File: src/hdl/ftw_pkg.sv
// ----------------------------------------------------------------------------
// ftw_pkg
// Types and constants shared by the frame time window monitor.
// ----------------------------------------------------------------------------
package ftw_pkg;

  localparam int unsigned FILL_W  = 13;
  localparam int unsigned FRAME_W = 24;
  localparam int unsigned PCT_W   = 10;
  localparam int unsigned CFG_W   = 24;
  localparam int unsigned PROD_W  = FILL_W + PCT_W + 1;

  localparam logic [PCT_W-1:0] PCT_MAX = PCT_W'(1000);

  // divide by 1000 as multiply by ceil(2^33 / 1000) and shift right by 33
  localparam logic [PROD_W-1:0] RECIP_MUL   = 24'd8589935;
  localparam int unsigned       RECIP_SHIFT = 33;

  localparam logic [2:0] REG_WINDOW_SIZE  = 3'd0;
  localparam logic [2:0] REG_HITCH_THRESH = 3'd1;
  localparam logic [2:0] REG_EMIT_INTVL   = 3'd2;
  localparam logic [2:0] REG_PCT_COUNT    = 3'd3;
  localparam logic [2:0] REG_PCT_A        = 3'd4;
  localparam logic [2:0] REG_PCT_B        = 3'd5;
  localparam logic [2:0] REG_PCT_C        = 3'd6;

  localparam logic [1:0] RES_HITCH = 2'd0;
  localparam logic [1:0] RES_PCT   = 2'd1;
  localparam logic [1:0] RES_TOTAL = 2'd2;

  localparam logic KIND_TICK  = 1'b0;
  localparam logic KIND_FLUSH = 1'b1;

  typedef struct packed {
    logic        kind;
    logic [23:0] frame_us;
    logic [15:0] elapsed_ms;
  } in_item_t;

  typedef struct packed {
    logic [1:0]  result_kind;
    logic [1:0]  slot;
    logic [31:0] value;
    logic        has_reason;
    logic        last;
  } out_item_t;

  typedef struct packed {
    logic              hitch;
    logic [23:0]       frame;
    logic              summ;
    logic              reason;
    logic [FILL_W-1:0] n;
    logic [31:0]       total;
  } job_t;

  typedef struct packed {
    logic [9:0]  window_size;
    logic [23:0] hitch_thresh;
    logic [23:0] emit_intvl;
  } front_cfg_t;

  typedef struct packed {
    logic [1:0]            pct_count;
    logic [2:0][PCT_W-1:0] pct;
  } back_cfg_t;

endpackage

File: src/hdl/ftw_back.sv
// ----------------------------------------------------------------------------
// ftw_back
// Carries out jobs: hitch results and radix-select percentile summaries.
// ----------------------------------------------------------------------------
module ftw_back #(
  parameter int unsigned DEPTH = 512,
  parameter int unsigned SLOTS = 3,
  localparam int unsigned AW = (DEPTH > 1) ? $clog2(DEPTH) : 1
) (
  input  logic                clk_i,
  input  logic                rst_ni,
  input  ftw_pkg::back_cfg_t  cfg_i,
  input  logic                job_empty_i,
  input  ftw_pkg::job_t       job_i,
  output logic                job_pop_o,
  output logic                busy_o,
  output logic                re_o,
  output logic [AW-1:0]       raddr_o,
  input  logic [23:0]         rdata_i,
  input  logic                res_full_i,
  output logic                res_push_o,
  output ftw_pkg::out_item_t  res_o
);
  import ftw_pkg::*;

  typedef enum logic [2:0] {
    ST_IDLE, ST_HITCH, ST_START, ST_DIV, ST_IDX, ST_SEL, ST_PCT, ST_TOT
  } state_e;

  state_e              state_q;
  job_t                job_q;
  logic [1:0]          slot_q, slots_w;
  logic [PROD_W-1:0]   prod_q;
  logic [PROD_W-1:0]   quo_q;
  logic [2*PROD_W-1:0] quo_full;
  logic [4:0]          bit_q;
  logic [23:0]         prefix_q, hmask;
  logic [FILL_W-1:0]   k_q, cnt_q, j_q, idx_w;
  logic                rdv_q, match;
  logic [PCT_W-1:0]    pct_w;

  assign slots_w  = (32'(cfg_i.pct_count) > 32'(SLOTS)) ? 2'(SLOTS) : cfg_i.pct_count;
  assign pct_w    = (cfg_i.pct[slot_q] > PCT_MAX) ? PCT_MAX : cfg_i.pct[slot_q];
  assign quo_full = (2*PROD_W)'(prod_q) * (2*PROD_W)'(RECIP_MUL);
  assign hmask    = 24'(25'h1FF_FFFF << (bit_q + 5'd1));
  assign match    = (((rdata_i ^ prefix_q) & hmask) == '0) && !rdata_i[bit_q];

  always_comb begin
    if (quo_q == '0) begin
      idx_w = '0;
    end else if (quo_q - PROD_W'(1) > PROD_W'(job_q.n - FILL_W'(1))) begin
      idx_w = job_q.n - FILL_W'(1);
    end else begin
      idx_w = FILL_W'(quo_q - PROD_W'(1));
    end
  end

  assign busy_o    = (state_q != ST_IDLE);
  assign job_pop_o = (state_q == ST_IDLE) && !job_empty_i;
  assign re_o      = (state_q == ST_SEL) && (j_q < job_q.n);
  assign raddr_o   = AW'(j_q);

  always_comb begin
    res_push_o       = 1'b0;
    res_o.result_kind = RES_HITCH;
    res_o.slot       = '0;
    res_o.value      = 32'(job_q.frame);
    res_o.has_reason = 1'b0;
    res_o.last       = !job_q.summ;
    unique case (state_q)
      ST_HITCH: res_push_o = 1'b1;
      ST_PCT: begin
        res_push_o        = 1'b1;
        res_o.result_kind = RES_PCT;
        res_o.slot        = slot_q;
        res_o.value       = 32'(prefix_q);
        res_o.has_reason  = job_q.reason;
        res_o.last        = 1'b0;
      end
      ST_TOT: begin
        res_push_o        = 1'b1;
        res_o.result_kind = RES_TOTAL;
        res_o.value       = job_q.total;
        res_o.has_reason  = job_q.reason;
        res_o.last        = 1'b1;
      end
      default: res_push_o = 1'b0;
    endcase
  end

  always_ff @(posedge clk_i or negedge rst_ni) begin
    if (!rst_ni) begin
      state_q  <= ST_IDLE;
      job_q    <= '0;
      slot_q   <= '0;
      prod_q   <= '0;
      quo_q    <= '0;
      bit_q    <= '0;
      prefix_q <= '0;
      k_q      <= '0;
      cnt_q    <= '0;
      j_q      <= '0;
      rdv_q    <= 1'b0;
    end else begin
      unique case (state_q)
        ST_IDLE: begin
          if (!job_empty_i) begin
            job_q  <= job_i;
            slot_q <= '0;
            if (job_i.hitch) begin
              state_q <= ST_HITCH;
            end else if (job_i.summ) begin
              state_q <= ST_START;
            end
          end
        end
        ST_HITCH: begin
          if (!res_full_i) begin
            state_q <= job_q.summ ? ST_START : ST_IDLE;
          end
        end
        ST_START: begin
          if (slot_q < slots_w) begin
            prod_q  <= PROD_W'(pct_w) * PROD_W'(job_q.n) + PROD_W'(999);
            state_q <= ST_DIV;
          end else begin
            state_q <= ST_TOT;
          end
        end
        ST_DIV: begin
          quo_q   <= PROD_W'(quo_full >> RECIP_SHIFT);
          state_q <= ST_IDX;
        end
        ST_IDX: begin
          k_q      <= idx_w;
          bit_q    <= 5'd23;
          prefix_q <= '0;
          j_q      <= '0;
          cnt_q    <= '0;
          rdv_q    <= 1'b0;
          state_q  <= ST_SEL;
        end
        ST_SEL: begin
          rdv_q <= re_o;
          if (re_o) begin
            j_q <= j_q + FILL_W'(1);
          end
          if (rdv_q && match) begin
            cnt_q <= cnt_q + FILL_W'(1);
          end
          if (!re_o && !rdv_q) begin
            if (k_q >= cnt_q) begin
              prefix_q[bit_q] <= 1'b1;
              k_q             <= k_q - cnt_q;
            end
            j_q   <= '0;
            cnt_q <= '0;
            if (bit_q == '0) begin
              state_q <= ST_PCT;
            end else begin
              bit_q <= bit_q - 5'd1;
            end
          end
        end
        ST_PCT: begin
          if (!res_full_i) begin
            slot_q  <= slot_q + 2'd1;
            state_q <= ST_START;
          end
        end
        ST_TOT: begin
          if (!res_full_i) begin
            state_q <= ST_IDLE;
          end
        end
        default: state_q <= ST_IDLE;
      endcase
    end
  end

endmodule

File: config.mk
export PLATFORM = sky130hd
export DESIGN_NAME = ftw_back
export DESIGN_NICKNAME = d
export VERILOG_FILES = /design/src/hdl/ftw_pkg.sv /design/src/hdl/ftw_back.sv
export SDC_FILE = /design/constraint.sdc
export NUM_CORES = 1
export LEC_CHECK = 0
export BUFFER_PORTS_ARGS = -buffer_cell sky130_fd_sc_hd__buf_2
export CORE_ASPECT_RATIO = 0.6
export CORE_MARGIN = 2
export CORE_UTILIZATION = 48
export DETAILED_ROUTE_END_ITERATION = 10
export PLACE_DENSITY = 0.75
export SYNTH_ARGS = -nofsm -noshare
export SYNTH_HDL_FRONTEND = slang
export SYNTH_SLANG_ARGS = --single-unit
File: constraint.sdc
create_clock -name clk_i -period 7.6 [get_ports clk_i]
set_input_delay 0.38 -clock clk_i [delete_from_list [all_inputs] [get_ports clk_i]]
set_output_delay 0.38 -clock clk_i [all_outputs]
set_load 0.02 [all_outputs]
==> impl_metrics.env, run 1 <==
export IMPL_clkTransAtPathRegs_ns=0.08
export IMPL_r2r_end="prod_q[23]"
export IMPL_first_global_vias=19800
export IMPL_cp_slowest_stage_delay_ns=0.55
export IMPL_cts_hold_buf=0
export IMPL_dp_cells=3321
export IMPL_die_h_um=178
export IMPL_clk_latency_ns=0.47
export IMPL_core_area_um2=49600
export IMPL_row_count=63
export IMPL_grt_total_usage_pct=27.1
export IMPL_synth_seq_cells=184
export IMPL_hold_class="in2async"
export IMPL_endpoint="prod_q[23]"
export IMPL_hold_viol_final=0
export IMPL_status="complete, no violations"
export IMPL_routed_wl_um=69200
export IMPL_die_area_um2=52300
export IMPL_worst_pin_slew_ns=1.07
export IMPL_synth_common_cells="inv_1, ha_1, fa_1"
export IMPL_setup_viol=0
export IMPL_drt_pass1_iterations=7
export IMPL_cts_tree="done"
export IMPL_dr_wl_met2_um=29300
export IMPL_detail_route_antenna_nets=0
export IMPL_fin_worst_skew_ns=0.0170
export IMPL_reg2reg_setup_slack_ns=0.40
export IMPL_worst_path_max_fanout=14
export IMPL_layout_nets=3460
export IMPL_drv_slew=0
export IMPL_drt_wirelength_per_cell_um=20.6
export IMPL_cpMostUsedCell="fa_1"
export IMPL_wl_met3_um=7720
export IMPL_slew_limit_headroom_pct=28.4
export IMPL_tns_ns=0
export IMPL_period_needed_ns=7.20
export IMPL_finalCritPeriodShare_pct=94.8
export IMPL_r2r_cells=26
export IMPL_synth_cell_types=79
export IMPL_dr_total_vias=19500
export IMPL_criticalPathCategory="reg2reg"
export IMPL_async_flop_share_pct=100
export IMPL_wl_met1_um=30700
export IMPL_yosys_top_cells_area="fa_1, dfrtp_1, ha_1, inv_1, mux2_2"
export IMPL_place_congestion=1.03
export IMPL_area_growth_pct=9.61
export IMPL_drv_cap=0
export IMPL_hpwl_um=57300
export IMPL_numCtsBuffers=17
export IMPL_r2r_start="slot_q[0]"
export IMPL_yosys_warnings=0
export IMPL_max_freq_mhz=139
export IMPL_multi_input_area_um2=17600
export IMPL_ios=183
export IMPL_clkSinkCount=184
export IMPL_yosysSeqAreaShare_pct=19.0
export IMPL_io_buffers=182
export IMPL_syn_area_um2=24200
export IMPL_yosysMostFrequentCell="inv_1"
export IMPL_highest_layer="met5"
export IMPL_fin_cells=3357
export IMPL_synth_largest_area_cell="fa_1"
export IMPL_n_fill_cell=4312
export IMPL_rsz0062_at_grt="false"
export IMPL_synth_edf_count=0
export IMPL_netlist_instances=2533
export IMPL_cp_required_ns=7.93
export IMPL_drc=0
export IMPL_drtIter0Drc=2138
export IMPL_ys_flop_type="dfrtp_1"
export IMPL_postSynthAreaPerCell_um2=9.56
export IMPL_startpoint_type="flip-flop"
export IMPL_ctsRootBufferMaster="clkbuf_16"
export IMPL_htree_levels=4
export IMPL_synth_top_cell_area_share_pct=22.3
export IMPL_endpoint_kind="flip-flop"
export IMPL_start_util_pct=48.8
export IMPL_syn_num_nets=3303
export IMPL_layout_drive_gt1_share_pct=13.4
export IMPL_antenna_found_initial=5
export IMPL_cpMaxStageDelayCell="fa_1"
export IMPL_grt_overflow=0
export IMPL_grt_pass1_wl_um=110000
export IMPL_grt_start_max_net_pins=111
export IMPL_regArea_um2=4610
export IMPL_cp_arrival_ns=7.53
export IMPL_die_w_um=294
export IMPL_clock_path_buffers=2
export IMPL_cp_startpoint="slot_q[0]"
export IMPL_routed_via_density=5.81
==> cells by family after synthesis <==
group                      count (synthesis)  synth area share (%)
AOI/OAI and AO/OA                        410                  10.7
xor gates and xnor gates                  93                  3.43
adders and majority gates                638                  41.3
buffers and inverters                    525                  8.40
DFF                                      184                  19.0
muxes                                    126                  5.78
and+or+nand+nor                          557                  11.4
==> how the worst min path moves through the flow <==
stage | endpoint | cells past startpoint | startpoint | slack, ns
2_1_floorplan | bit_q[0] | 0 | rst_ni | 0.08
3_3_place_gp | j_q[12] | 1 | j_q[12] | 0.47
4_1_cts | job_q[54] | 1 | rst_ni | 0.11
3_5_place_dp | j_q[12] | 1 | j_q[12] | 0.48
5_1_grt | job_q[31] | 2 | job_i[31] | 0.12
6_report | job_q[54] | 1 | rst_ni | 0.04
==> layer usage <==
metal	vias to the layer above	global-route usage, %
li1	8755	-
met5	-	0
met4	4	6.61
met3	136	8.48
met2	928	38.6
met1	9680	39.9
==> cell usage in the layout, fill, tap and decap left out, drive strengths merged, types with 14 or more instances in the layout <==
cell and n:
nor2b 16, fa 270, xnor2 50, and3 40
dfrtp 184, mux2 75, xor2 43, mux2i 48
nor2 76, a21oi 101, a21o 26, o21ai 145
and2 56, nor3 49, nand2 203, o21a 15
inv 441, nand3 37, ha 368, nand2b 14
clkbuf 18, a32o 23, buf 226
==> registers in the layout, summed over array words and instances, names as in the netlist <==
name,count
prefix_q,24
state_q,3
j_q,13
job_q,71
k_q,13
rdv_q,1
cnt_q,13
bit_q,5
quo_q,15
prod_q,24
slot_q,2
==> what timing repair did <==
| item | 4_1_cts | 5_1_grt |
|---|---|---|
| setup buffers | 0 | 0 |
| setup endpoints to repair | 0 | 2 |
| gates resized for setup | 0 | 5 |
==> critical path, delay by kind of cell (launching register included) <==
family,cells,cell delay (ns)
adder cells (fa/ha/maj),6,2.94
flip-flops,1,0.36
AND/OR/NAND/NOR,5,0.90
buffers and inverters,4,0.44
AO/OA/AOI/OAI,9,2.07
multiplexers,2,0.35
==> layout make-up <==
| cell class | instances | share of cell area, % |
|---|---|---|
| clock inverters | 15 | 0.731 |
| inverters | 436 | 6.17 |
| well taps | 650 | 3.06 |
| diodes | 4 | 0.0377 |
| repair buffers | 227 | 4.74 |
| flip-flops and latches | 184 | 17.4 |
| clock buffers | 17 | 1.60 |
| multi-input cells | 1824 | 66.3 |
==> through the flow <==
| stage | worst slack (ns) | hold WS (ns) | instance area [µm²] | utilization [%] |
|---|---|---|---|---|
| after global routing | 0.0449 | 0.124 | 26500 | 53.5 |
| after detailed placement | 0.103 | 0.475 | 25900 | 52.2 |
| after floorplan | 0.638 | 0.0844 | 24200 | - |
| after global placement | 0.501 | 0.470 | 25900 | 52.2 |
| final | 0.397 | 0.0446 | 26500 | 53.5 |
| after CTS | 0.0779 | 0.113 | 26500 | 53.5 |
Power of run 1 is left out: the tool's default activity adds up to more than one toggle a clock period on the data nets, which glitch-free logic cannot reach.
==> run 2, diff against run 1 <==
Settings changed: REMOVE_ABC_BUFFERS from default to 1.
==> run 2 against run 1 <==
- via count shrank 1.2%
- worst hold slack lost 0.023 ns
- final area is the same
- register-to-register slack gained 0.14 ns
- wire length shrank 2.7%
==> impl_metrics.env, run 2 (same netlist as run 1, synthesis figures left out) <==
export IMPL_clkSinkCount=184
export IMPL_routed_via_density=5.75
export IMPL_cpMaxStageDelayCell="dfrtp_1"
export IMPL_place_area_um2=25900
export IMPL_io_buffers=182
export IMPL_cp_slowest_stage_delay_ns=0.54
export IMPL_drv_cap=0
export IMPL_drc=0
export IMPL_fin_worst_skew_ns=0.0195
export IMPL_status="complete, no violations"
export IMPL_core_area_um2=49600
export IMPL_period_needed_ns=7.06
export IMPL_setup_viol=0
export IMPL_worst_path_max_fanout=13
export IMPL_mostFrequentLayoutCell="inv_1"
export IMPL_cts_hold_buf=0
export IMPL_clock_path_buffers=2
export IMPL_numCtsBuffers=17
export IMPL_fin_cells=3351
export IMPL_cpMostUsedCell="fa_1"
export IMPL_dr_total_vias=19300
export IMPL_n_fill_cell=4341
export IMPL_ios=183
export IMPL_htree_levels=4
export IMPL_startpoint_type="flip-flop"
export IMPL_start_util_pct=48.8
export IMPL_layout_nets=3456
export IMPL_cp_arrival_ns=7.39
export IMPL_antenna_found_initial=3
export IMPL_top_register="job_q"
export IMPL_endpoint_kind="flip-flop"
export IMPL_grt_total_usage_pct=26.1
export IMPL_dp_cells=3317
export IMPL_grt_overflow=0
export IMPL_grt_start_max_net_pins=118
export IMPL_most_common_layout_cells="inv_1, ha_1, fa_1"
export IMPL_design_area_um2=26500
export IMPL_hpwl_um=55600
export IMPL_ctsRootBufferMaster="clkbuf_16"
export IMPL_max_freq_mhz=142
export IMPL_cp_required_ns=7.93
export IMPL_clkTransAtPathRegs_ns=0.08
export IMPL_die_h_um=178
export IMPL_detail_route_antenna_nets=0
export IMPL_drtIter0Drc=1938
export IMPL_post_cts_buffers=0
export IMPL_first_global_vias=19400
export IMPL_rsz0062_at_grt="false"
export IMPL_largest_reg_flops=71
export IMPL_die_area_um2=52300
export IMPL_clk_latency_ns=0.48
export IMPL_cts_tree="done"
export IMPL_place_congestion=0.991
export IMPL_finalCritPeriodShare_pct=92.9
export IMPL_hold_viol_final=0
export IMPL_die_w_um=294
export IMPL_drv_slew=0
export IMPL_slew_limit_headroom_pct=30.0
export IMPL_grt_pass1_wl_um=106000
export IMPL_criticalPathCategory="reg2reg"
export IMPL_area_growth_pct=9.61
export IMPL_layout_drive_gt1_share_pct=13.2
export IMPL_worst_pin_slew_ns=1.05
export IMPL_reg_largest_list="job_q x71, prefix_q x24, prod_q x24"
export IMPL_hold_class="in2async"
export IMPL_drt_wirelength_per_cell_um=20.1
export IMPL_routed_wl_um=67400
export IMPL_row_count=63
export IMPL_drt_pass1_iterations=6
run 2: path summary, 6_finish.rpt:
| path | startpoint | slack, ns | to | depth (start not counted) |
|---|---|---|---|---|
| setup / recovery | slot_q[0] | 0.54 | prod_q[23] | 28 |
| hold / removal | rst_ni | 0.02 | job_q[61] | 1 |
| setup reg to reg | slot_q[0] | 0.54 | prod_q[23] | 28 |
| hold reg to reg | j_q[12] | 0.50 | j_q[12] | 1 |
| max in group asynchronous | rst_ni | 6.00 | state_q[0] | 2 |
| min in group clk_i | job_i[2] | 0.13 | job_q[2] | 2 |
run 2: worst max-delay path, delay by kind of cell, from the launching register on:
kind            cells  cell delay [ns]
mux                 2             0.41
flops               1             0.54
simple gates        6             0.85
compound gates      9             1.72
buf+inv             5             0.56
fa+ha+maj           6             2.82
run 2: area by class of cell:
class | count | area [µm²] | area share [%]
Antenna cell | 2 | 5.00 | 0.0189
Clock buffer | 17 | 425 | 1.60
Clock inverter | 15 | 233 | 0.877
Inverter | 436 | 1640 | 6.17
Multi-Input combinational cell | 1824 | 17600 | 66.3
Sequential cell | 184 | 4610 | 17.4
Tap cell | 650 | 813 | 3.06
Timing Repair Buffer | 223 | 1230 | 4.62
run 2: metrics by stage:
step / utilization [%] / hold slack [ns] / worst slack (ns) / TNS (ns)
finish: 53.5 / 0.0213 / 0.537 / 0
detailed placement: 52.2 / 0.485 / 0.329 / 0
CTS: 53.5 / 0.0943 / 0.288 / 0
floorplan: - / 0.0844 / -0.346 / -0.699
global route: 53.5 / 0.103 / 0.0324 / 0
global placement: 52.2 / 0.469 / 0.538 / 0
run 2: timing repair:
action,CTS,global route
endpoints found under the hold margin,0,0
setup endpoints to repair,0,4
gates resized for setup,0,3
run 2: per-layer routing:
metal  track usage, %  vias to the layer above  wire (µm)
li1                 -                     8743          -
met1             40.4                     9610      31600
met2             36.2                      846      27800
met3             7.49                       71       7280
met4             3.93                        4        704
met5                0                        -         27
Power of run 2 is left out for the same reason.
