<file path="src/hdl/ftw_pkg.sv">
// ----------------------------------------------------------------------------
// ftw_pkg
// Types and constants shared by the frame time window monitor.
// ----------------------------------------------------------------------------
package ftw_pkg;

  localparam int unsigned FILL_W  = 13;
  localparam int unsigned FRAME_W = 24;
  localparam int unsigned PCT_W   = 10;
  localparam int unsigned CFG_W   = 24;
  localparam int unsigned PROD_W  = FILL_W + PCT_W + 1;

  localparam logic [PCT_W-1:0] PCT_MAX = PCT_W'(1000);

  // divide by 1000 as multiply by ceil(2^33 / 1000) and shift right by 33
  localparam logic [PROD_W-1:0] RECIP_MUL   = 24'd8589935;
  localparam int unsigned       RECIP_SHIFT = 33;

  localparam logic [2:0] REG_WINDOW_SIZE  = 3'd0;
  localparam logic [2:0] REG_HITCH_THRESH = 3'd1;
  localparam logic [2:0] REG_EMIT_INTVL   = 3'd2;
  localparam logic [2:0] REG_PCT_COUNT    = 3'd3;
  localparam logic [2:0] REG_PCT_A        = 3'd4;
  localparam logic [2:0] REG_PCT_B        = 3'd5;
  localparam logic [2:0] REG_PCT_C        = 3'd6;

  localparam logic [1:0] RES_HITCH = 2'd0;
  localparam logic [1:0] RES_PCT   = 2'd1;
  localparam logic [1:0] RES_TOTAL = 2'd2;

  localparam logic KIND_TICK  = 1'b0;
  localparam logic KIND_FLUSH = 1'b1;

  typedef struct packed {
    logic        kind;
    logic [23:0] frame_us;
    logic [15:0] elapsed_ms;
  } in_item_t;

  typedef struct packed {
    logic [1:0]  result_kind;
    logic [1:0]  slot;
    logic [31:0] value;
    logic        has_reason;
    logic        last;
  } out_item_t;

  typedef struct packed {
    logic              hitch;
    logic [23:0]       frame;
    logic              summ;
    logic              reason;
    logic [FILL_W-1:0] n;
    logic [31:0]       total;
  } job_t;

  typedef struct packed {
    logic [9:0]  window_size;
    logic [23:0] hitch_thresh;
    logic [23:0] emit_intvl;
  } front_cfg_t;

  typedef struct packed {
    logic [1:0]            pct_count;
    logic [2:0][PCT_W-1:0] pct;
  } back_cfg_t;

endpackage

</file>
<file path="src/hdl/ftw_front.sv">
// ----------------------------------------------------------------------------
// ftw_front
// Takes input items, writes the window, keeps the counters, issues jobs.
// ----------------------------------------------------------------------------
module ftw_front #(
  parameter int unsigned DEPTH = 512,
  localparam int unsigned AW = (DEPTH > 1) ? $clog2(DEPTH) : 1
) (
  input  logic                 clk_i,
  input  logic                 rst_ni,
  input  ftw_pkg::front_cfg_t  cfg_i,
  input  logic                 push_i,
  input  ftw_pkg::in_item_t    item_i,
  output logic                 full_o,
  input  logic                 job_empty_i,
  input  logic                 back_busy_i,
  output logic                 job_push_o,
  output ftw_pkg::job_t        job_o,
  output logic                 we_o,
  output logic [AW-1:0]        waddr_o,
  output logic [23:0]          wdata_o
);
  import ftw_pkg::*;

  logic [FILL_W-1:0] fill_q, fill_d, size_w;
  logic [AW-1:0]     cur_q, cur_d, cur_w, ncur_w;
  logic [31:0]       total_q, total_d, acc_q, acc_d, acc_sum;
  logic [32:0]       acc_wide;
  logic              accept, hitch, summ;

  assign full_o = !(job_empty_i && !back_busy_i);
  assign accept = push_i && !full_o;

  always_comb begin
    if (32'(cfg_i.window_size) > 32'(DEPTH)) begin
      size_w = FILL_W'(DEPTH);
    end else if (cfg_i.window_size == '0) begin
      size_w = FILL_W'(1);
    end else begin
      size_w = FILL_W'(cfg_i.window_size);
    end
  end

  assign acc_wide = {1'b0, acc_q} + 33'(item_i.elapsed_ms);
  assign acc_sum  = acc_wide[32] ? 32'hFFFF_FFFF : acc_wide[31:0];

  always_comb begin
    fill_d  = fill_q;
    cur_d   = cur_q;
    total_d = total_q;
    acc_d   = acc_q;
    hitch   = 1'b0;
    summ    = 1'b0;
    we_o    = 1'b0;
    waddr_o = '0;
    cur_w   = (32'(cur_q) >= 32'(fill_q)) ? '0 : cur_q;
    ncur_w  = cur_w + AW'(1);
    if (accept) begin
      if (item_i.kind == KIND_TICK) begin
        we_o = 1'b1;
        if (fill_q < size_w) begin
          waddr_o = AW'(fill_q);
          fill_d  = fill_q + FILL_W'(1);
          if (fill_d >= size_w) begin
            cur_d = '0;
          end
        end else begin
          waddr_o = cur_w;
          cur_d   = (32'(cur_w) + 32'd1 >= 32'(fill_q)) ? '0 : ncur_w;
        end
        if (item_i.frame_us >= cfg_i.hitch_thresh) begin
          hitch = 1'b1;
          if (total_q != 32'hFFFF_FFFF) begin
            total_d = total_q + 32'd1;
          end
        end
        if (cfg_i.emit_intvl != '0) begin
          acc_d = acc_sum;
          if (acc_sum >= 32'(cfg_i.emit_intvl)) begin
            acc_d = '0;
            summ  = 1'b1;
          end
        end
      end else begin
        summ   = (fill_q != '0);
        fill_d = '0;
        cur_d  = '0;
      end
    end
    job_o.hitch  = hitch;
    job_o.frame  = item_i.frame_us;
    job_o.summ   = summ;
    job_o.reason = (item_i.kind == KIND_TICK);
    job_o.n      = (item_i.kind == KIND_TICK) ? fill_d : fill_q;
    job_o.total  = total_d;
    if (summ) begin
      total_d = '0;
    end
  end

  assign job_push_o = accept && (hitch || summ);
  assign wdata_o    = item_i.frame_us;

  always_ff @(posedge clk_i or negedge rst_ni) begin
    if (!rst_ni) begin
      fill_q  <= '0;
      cur_q   <= '0;
      total_q <= '0;
      acc_q   <= '0;
    end else begin
      fill_q  <= fill_d;
      cur_q   <= cur_d;
      total_q <= total_d;
      acc_q   <= acc_d;
    end
  end

endmodule

</file>
<file path="config.mk">
export PLATFORM = sky130hd
export DESIGN_NAME = ftw_front
export DESIGN_NICKNAME = d
export VERILOG_FILES = /design/src/hdl/ftw_pkg.sv /design/src/hdl/ftw_front.sv
export SDC_FILE = /design/constraint.sdc
export NUM_CORES = 1
export LEC_CHECK = 0
export BUFFER_PORTS_ARGS = -buffer_cell sky130_fd_sc_hd__buf_2
export CAP_MARGIN = 10
export CORE_MARGIN = 10
export CORE_UTILIZATION = 45
export CTS_BUF_LIST = sky130_fd_sc_hd__clkbuf_16
export DETAILED_ROUTE_END_ITERATION = 8
export PLACE_DENSITY_LB_ADDON = 0.15
export SETUP_SLACK_MARGIN = 0.1
export SLEW_MARGIN = 0
export SYNTH_ARGS = -nofsm -noshare
export SYNTH_HDL_FRONTEND = slang
export SYNTH_SLANG_ARGS = --single-unit
export TNS_END_PERCENT = 30
</file>
<file path="constraint.sdc">
create_clock -name clk_i -period 8.4 [get_ports clk_i]
set_input_delay 1.26 -clock clk_i [delete_from_list [all_inputs] [get_ports clk_i]]
set_output_delay 1.26 -clock clk_i [all_outputs]
set_load 0.02 [all_outputs]
</file>
==> metrics.md, run 1 <==
| Metric | Value |
|---|---|
| Min Tclk post-route | `around 7.9 ns` |
| Switching power | `a little under 800 uW` |
| Initial Utilization | `between 40 and 50%` |
| Final max-slew violation count | `0` |
| Root Buffer | `clkbuf_16` |
| Status | `completed` |
| TritonCTS Buffers | `9` |
| Vias | `around 8.0k` |
| Seq cells post-synth | `86` |
| Slowest CP cell | `or4_4` |
| Maximum vdd drop | `approximately 0.15 mV` |
| Ant. Diodes | `0` |
| Pwr per Cell Area | `between 150 and 200 nW/um2` |
| Layout Utilization | `about half` |
| Top cells by area, synth | `dfrtp_1 25%, ha_1 16%, nand2_1 5.7%` |
| Inst Count DP | `about 1.4k` |
| Post-CTS setup buffers | `0` |
| Buf+Inv Stages, Crit Path | `2` |
| Starting DRT DRC Count | `482` |
| Period utilization | `between 90 and 100%` |
| Most common flop cell mapped by yosys | `dfrtp_1` |
| Die Area | `approximately 25000 um2` |
| Post-synth top area cell | `dfrtp_1` |
| # rows | `50` |
| Post_cts resized | `0` |
| Crit path from | `item_i[0]` |
| Cells on worst reg2reg path | `20` |
| Clk pin slew, worst setup/hold paths | `about 0.070 ns` |
| Flop-to-flop setup slack | `between 2 and 2.5 ns` |
| Area growth, synth to finish | `13.64%` |
| GP Congestion | `about 0.93` |
| Worst skew pair latency | `around 0.36 ns` |
| Die width | `157.8 um` |
| Layout Cells excl Fill | `1442` |
| DR pass1 iterations | `5` |
| WS Path Type | `in -> out` |
| CP Cell Sequence | `buf_2, ha_1, fa_1, a211oi_1, o211ai_1, a41oi_2, o21ai_0, nand3_1, or2_2, xor2_1, nand2_1, ha_1, a21o_1, a21o_1, a22oi_1, o2111ai_1, or4_1, or4_4, nor4b_4, nor2_1, buf_2` |
| Top cell type's share of synthesized area | `approximately 25%` |
| Slew headroom | `between 30% and 40%` |
| Sequential Power Share | `27.4%` |
| Syn Inst Count | `roughly 1.1k` |
| I/O Buffers | `211` |
| WP depth | `21` |
| Total negative slack | `0 ns` |
| Total GRT Usage | `20.56%` |
| CTS HTree Levels | `3` |
| Clock Sinks | `86` |
| Critical Path Max Stage Delay | `0.54 ns` |
| Tot Pwr | `between 1.5 and 2 mW` |
| Overflow after GRT | `0` |
| Dpl hpwl | `approximately 21000 um` |
| Clock Tree Buf Depth | `2` |
| Final Hold Viols | `0` |
| First-pass GRT wire length | `slightly above 40000 um` |
| FF-to-FF Start | `acc_q[0]$_DFFE_PN0P_` |
| Vias in the first global route | `8088` |
| Number of distinct library cells after synthesis | `66` |
| Hold/Removal Path Class | `reg -> reg` |
| Routed Wire Length | `around 26000 um` |
| Drt drc | `0` |
| Worst EP required | `roughly 7.1 ns` |
| Combinational share of power | `48.8%` |
| Mapped cell area | `approximately 8600 um2` |
| Routed len/inst | `around 18 um` |
| IO Count | `roughly 210` |
| Crit path max fanout | `9` |
| Synthesized Nets | `~1.3k` |
| Yosys warnings | `0` |
| RSZ-0062 raised after global routing | `false` |
| Critical path's top delay family | `simple AND/OR/NAND/NOR gates` |
| Die Height | `157.8 um` |
| Mapped Avg Cell Area | `about 8 um2` |
| Startpoint types | `primary input` |
| Via/cell ratio | `around 5.5` |
| Setup Viol. Count Final | `0` |
| Worst Setup EP | `job_o[46]` |
| Fmax | `between 100 and 150 MHz` |
| Nets | `between 1k and 1.5k` |
| Layout cells sized above 1 | `a little over a fifth` |
| Total leakage power | `between 5 and 6 nW` |
| Final antenna-violating net count | `0` |
| EDFF count, synth | `0` |
| Pin slew with the least headroom to its limit | `between 1 and 1.5 ns` |
| Pin count of the biggest net entering global routing | `71` |
| Clock share of power | `a little under a quarter` |
| Cts hold-fix bufs | `0` |
| R2r endpoint | `acc_q[15]$_DFFE_PN0P_` |
| Asr flop ratio synth | `100.0%` |
| Seq/Total Area, Yosys | `approximately a quarter` |
| CP Capture Type | `output port` |
| Antenna violations before repair | `0` |
| Cell Int Power | `roughly 1.0 mW` |
| Net Sw Frac | `approximately 42%` |
| Critical path data arrival time | `6.66 ns` |
| Worst Skew | `~0.012 ns` |
| Maxcap violations | `0` |
| Core area | `roughly 19000 um2` |
| CTS tree | `yes` |
## worst register-to-register path: stages (launching register included)
cell and delay, ns:
dfrtp_1 0.38, ha_1 0.23, fa_1 0.43, a211oi_1 0.27
o211ai_1 0.15, a41oi_2 0.46, o21ai_0 0.28, nand3_1 0.17
or2_2 0.17, xor2_1 0.15, nand2_1 0.07, ha_1 0.21
a21o_1 0.17, a21o_1 0.17, a22oi_1 0.25, o2111ai_1 0.14
or4_1 0.51, or4_4 0.54, nor2_1 0.11, nand2_1 0.58
o31ai_1 0.49
## final cells by class
cell class / count / area [um2]
repair buffers: 220 / 1126
well taps: 234 / 292.8
flip-flops and latches: 86 / 2152
multi-input cells: 808 / 5538
inverters: 78 / 292.8
fillers: 1871 / 8989
clock buffers: 9 / 225.2
clock inverters: 7 / 90.09
## cell usage in the layout, fill, tap and decap left out, drive strengths merged, types with 8 or more instances in the layout
master / instances
buf: 220
nand2: 130
ha: 107
dfrtp: 86
inv: 80
nor2: 67
o21ai: 62
xnor2: 52
a21oi: 49
o21a: 35
nand3: 34
a21o: 31
nand4: 27
xor2: 22
nor3: 20
and2: 16
o31ai: 16
and3: 14
nor4: 14
nor2b: 11
nand2b: 9
o211ai: 9
clkbuf: 9
a211oi: 8
a31oi: 8
## metal layers
metal / track usage [%] / wire, um / part of all wire [%]
met5: 0 / 0 / 0
met4: 6.367 / 474 / 1.8
met3: 4.342 / 1994 / 7.6
met2: 35.34 / 12190 / 47
met1: 25.11 / 11530 / 44
## power groups by stage
stage / Sequential [mW] / Clock [mW] / Combinational (mW)
2_1_floorplan: 0.490 / 0 / 0.687
6_report: 0.498 / 0.431 / 0.887
3_3_place_gp: 0.505 / 0 / 0.874
3_5_place_dp: 0.505 / 0 / 0.881
4_1_cts: 0.498 / 0.447 / 0.887
5_1_grt: 0.506 / 0.462 / 1.01
## how the worst min path moves through the flow
stage,cells past startpoint,slack [ns],startpoint,to
final,2,0.48,acc_q[0]$_DFFE_PN0P_,acc_q[0]$_DFFE_PN0P_
after global routing,2,0.52,acc_q[13]$_DFFE_PN0P_,acc_q[13]$_DFFE_PN0P_
after CTS,2,0.49,acc_q[0]$_DFFE_PN0P_,acc_q[0]$_DFFE_PN0P_
after detailed placement,2,0.47,acc_q[0]$_DFFE_PN0P_,acc_q[0]$_DFFE_PN0P_
after global placement,2,0.47,acc_q[0]$_DFFE_PN0P_,acc_q[0]$_DFFE_PN0P_
after floorplan,2,0.45,acc_q[0]$_DFFE_PN0P_,acc_q[0]$_DFFE_PN0P_
## synth_stat cells (all sizes together), types with 2 or more instances
cell	count
a31o	2
clkbuf	33
a211oi	8
mux2	3
dfrtp	86
a21o	31
or4	5
a41oi	4
o31ai	16
a221oi	5
o2111ai	2
xnor2	52
o21ai	62
o211ai	9
nand4	27
nor4b	2
nand3	34
and4	3
nand2	130
a22oi	6
mux2i	3
nand2b	9
a21oi	49
buf	63
o22ai	4
and2	16
a41o	2
a31oi	8
o21a	35
nor2b	11
or2	6
inv	77
or3	2
xor2	22
nor4	14
a32oi	2
and3	14
nor2	67
ha	107
nor3	20
## through the flow
stage	hold slack, ns	worst slack (ns)	cell area (um2)
after CTS	0.4888	0.4582	9717
after detailed placement	0.4718	0.4734	9402
after global routing	0.5167	0.1151	9717
after floorplan	0.4526	1.092	8551
after global placement	0.4674	0.5483	9402
final	0.4838	0.4767	9717
## state kept, by name, indices dropped and copies added, names as in the netlist
signal	flops
total_q	32
fill_q	13
acc_q	32
cur_q	9
## logic make-up after synthesis
| kind of cell | share of synthesized area [%] |
|---|---|
| buf+inv | 10.21 |
| flops | 25.17 |
| fa+ha+maj | 15.89 |
| compound gates | 19.78 |
| simple gates | 20.62 |
| mux | 0.7463 |
| xor+xnor | 7.580 |
No activity file was read; power rests on OpenSTA's default activity.
==> inputs of run 2 (changes only) <==
--- a/config.mk
+++ b/config.mk
@@ -8,7 +8,7 @@
 export BUFFER_PORTS_ARGS = -buffer_cell sky130_fd_sc_hd__buf_2
 export CAP_MARGIN = 10
 export CORE_MARGIN = 10
-export CORE_UTILIZATION = 45
+export CORE_UTILIZATION = 30
 export CTS_BUF_LIST = sky130_fd_sc_hd__clkbuf_16
 export DETAILED_ROUTE_END_ITERATION = 8
 export PLACE_DENSITY_LB_ADDON = 0.15
==> run 2 against run 1 <==
Via count shrank 0.40%. Cell area grew 1.6%. Critical path type unchanged. Hold slack gained 0.0094 ns. Wire length grew 6.7%. Maximum frequency grew 0.74%. Utilization shrank 17 points. Total power grew 0.14%. Clock-buffer cell count is the same. Global-route usage shrank 5.2 points. Highest routed layer unchanged. Combinational power grew 0.6%.
==> metrics.md, run 2 (same netlist as run 1, synthesis figures left out) <==
| Metric | Value |
|---|---|
| Routed Wire Length | `27960 um (+6.7%)` |
| Total GRT Usage | `15.34% (-5.2 points)` |
| Critical Path Max Stage Delay | `0.55 ns (about the same)` |
| Ant. Diodes | `0 (unchanged)` |
| Clk pin slew, worst setup/hold paths | `0.08 ns (about the same)` |
| Layout cells sized above 1 | `21.21% (-0.065 points)` |
| Antenna violations before repair | `0 (unchanged)` |
| Worst Skew | `0.01039 ns (-0.001936 ns)` |
| Startpoint types | `primary input` |
| Overflow after GRT | `0 (unchanged)` |
| Clock Tree Buf Depth | `2 (unchanged)` |
| Vias in the first global route | `8037 (-0.63%)` |
| Period utilization | `93.63% (-0.69 points)` |
| Fin area | `9871 um2 (+1.6%)` |
| Setup Viol. Count Final | `0 (unchanged)` |
| Post-Place Worst Slack | `0.5539 ns (+0.08051 ns)` |
| Crit path max fanout | `14 (+5)` |
| Fillers | `3031 (+62%)` |
| # rows | `61 (+22%)` |
| Register Area | `2152 um2 (unchanged)` |
| CP Cell Sequence | `buf_2, ha_1, fa_1, a211oi_1, o211ai_1, a41oi_2, a21oi_1, nand3_1, buf_4, nand2_1, ha_1, a21oi_1, o21ai_0, a22oi_1, o2111ai_1, or4_1, or4_4, nor4b_4, nor2_1, buf_2` |
| Die Height | `188.8 um (+20%)` |
| Min Tclk post-route | `7.865 ns (-0.05825 ns)` |
| First-pass GRT wire length | `44680 um (+8.4%)` |
| Pin slew with the least headroom to its limit | `0.9992 ns (-0.02375 ns)` |
| TritonCTS Buffers | `9 (unchanged)` |
| Pin count of the biggest net entering global routing | `49 (-31%)` |
| Biggest regs | `acc_q: 32 flops, total_q: 32 flops, fill_q: 13 flops` |
| Pwr per Cell Area | `184.2 nW/um2 (-1.4%)` |
| Total negative slack | `0 ns (unchanged)` |
| Commonest non-fill, non-tap cell in the layout | `buf_2` |
| Dpl hpwl | `22630 um (+8.1%)` |
| Slew headroom | `33.10% (+1.6 points)` |
| Critical path's top delay family | `simple AND/OR/NAND/NOR gates` |
| Status | `completed` |
| I/O Buffers | `211 (unchanged)` |
| Nets | `1414 (-0.071%)` |
| CTS tree | `yes` |
| Placed inst area | `9574 um2 (+1.8%)` |
| Slowest CP cell | `or4_4` |
| Area growth, synth to finish | `15.44%` |
| Switching power | `801.1 uW (+3.9%)` |
| Clock share of power | `23.4% (-0.3 points)` |
| CP Capture Type | `output port` |
| Total leakage power | `5.029 nW (about the same)` |
| Worst skew pair latency | `0.36 ns (about the same)` |
| Buf+Inv Stages, Crit Path | `3 (+1)` |
| Final antenna-violating net count | `0 (unchanged)` |
| Critical path data arrival time | `6.61 ns (-0.05 ns)` |
| Core area | `27930 um2 (+49%)` |
| Cts hold-fix bufs | `0 (unchanged)` |
| DR pass1 iterations | `5 (unchanged)` |
| Maximum vdd drop | `0.1139 mV (-25%)` |
| Maxcap violations | `0 (unchanged)` |
| Via/cell ratio | `5.008 (-9.4%)` |
| Post_cts resized | `0 (unchanged)` |
| IO Count | `212 (unchanged)` |
| Tot Pwr | `1.819 mW (+0.14%)` |
| Die width | `188.8 um (+20%)` |
| Die Area | `35650 um2 (+43%)` |
| Starting DRT DRC Count | `435 (-9.8%)` |
| GP Congestion | `0.8707 (-6.8%)` |
| Most frequent cells in the layout | `210 x buf_2, 130 x nand2_1, 107 x ha_1, 86 x dfrtp_1, 77 x inv_1` |
| RSZ-0062 raised after global routing | `false` |
| Clock Sinks | `86 (unchanged)` |
| Fmax | `127.1 MHz (+0.74%)` |
| Area of the multi-input gates | `5538 um2 (unchanged)` |
| Worst EP required | `7.14 ns (about the same)` |
| Vias | `7938 (-0.40%)` |
| Routed len/inst | `17.64 um (-2.9%)` |
| CTS HTree Levels | `3 (unchanged)` |
| Final max-slew violation count | `0 (unchanged)` |
| WS Path Type | `in -> out` |
| Cell Int Power | `1.018 mW (-2.6%)` |
| Post-CTS setup buffers | `0 (unchanged)` |
| Final Worst Setup Slack | `0.5349 ns (+0.05825 ns)` |
| Initial Utilization | `30.61% (-15 points)` |
| Final Hold Viols | `0 (unchanged)` |
| Sequential Power Share | `27.5% (about the same)` |
| Drt drc | `0 (unchanged)` |
| Root Buffer | `clkbuf_16` |
| Net Sw Frac | `44.05% (+1.6 points)` |
| Combinational share of power | `49.0% (+0.2 points)` |
| Hold/Removal Path Class | `reg -> reg` |
## run 2: changes by cell type in the layout (fill, tap and decap cells not counted)
cell        previous run  this run
clkinv_8               1         0
buf_4                 10         9
inv_8                  1         4
clkinv_4               0         2
inv_6                  2         1
bufinv_16              1         0
clkinvlp_4             2         0
## run 2: cell type report
cell class	instances	area share [%]
Clock buffer	9	2.282
Clock inverter	7	0.7225
Inverter	78	2.966
Multi-Input combinational cell	808	56.10
Sequential cell	86	21.80
Tap cell	378	4.791
Timing Repair Buffer	219	11.33
## run 2: metal layers
layer | up-vias | share of wire (%) | wire length, um | GRT usage, %
met5 | - | 0 | 0 | 0
met4 | 0 | 0.80 | 223 | 2.869
met3 | 17 | 7.0 | 1969 | 3.951
met2 | 252 | 45 | 12500 | 24.51
met1 | 3677 | 47 | 13260 | 20.47
li1 | 3992 | - | - | -
## run 2: path summary, 6_finish.rpt
check / start / endpoint / slack (ns) / cells past startpoint
max in group asynchronous: rst_ni / total_q[3]$_DFF_PN0_ / 6.47 / 2
max reg2reg: acc_q[0]$_DFFE_PN0P_ / acc_q[15]$_DFFE_PN0P_ / 2.42 / 19
min: acc_q[12]$_DFFE_PN0P_ / acc_q[12]$_DFFE_PN0P_ / 0.49 / 2
min reg2reg: acc_q[12]$_DFFE_PN0P_ / acc_q[12]$_DFFE_PN0P_ / 0.49 / 2
min in group asynchronous: rst_ni / acc_q[7]$_DFFE_PN0P_ / 0.87 / 1
max: item_i[0] / job_o[46] / 0.53 / 20
## run 2: per-stage QoR
step / std cells / hold slack, ns / util, %
6_report: 1585 / 0.4932 / 35.34
5_1_grt: 1585 / 0.5125 / 35.34
4_1_cts: 1585 / 0.4937 / 35.34
3_5_place_dp: 1569 / 0.4762 / 34.27
3_3_place_gp: 1569 / 0.4663 / 34.27
2_1_floorplan: 1068 / 0.4526 / -
## run 2: power by group through the flow
stage / clock network, mW / logic (mW) / registers (mW)
after floorplan: 0 / 0.687 / 0.490
after global placement: 0 / 0.892 / 0.509
after detailed placement: 0 / 0.897 / 0.509
after CTS: 0.441 / 0.903 / 0.500
after global routing: 0.456 / 1.03 / 0.507
final: 0.426 / 0.892 / 0.500
## run 2: worst reg2reg max path: stages (launching register included)
cell	delay, ns
dfrtp_1	0.40
ha_1	0.22
fa_1	0.42
a211oi_1	0.30
o211ai_1	0.15
a41oi_2	0.45
a21oi_1	0.19
nand3_1	0.43
buf_4	0.28
nand2_1	0.09
ha_1	0.19
a21oi_1	0.14
o21ai_0	0.09
a22oi_1	0.23
o2111ai_1	0.13
or4_1	0.52
or4_4	0.55
nor2_1	0.12
nand2_1	0.53
o31ai_1	0.46
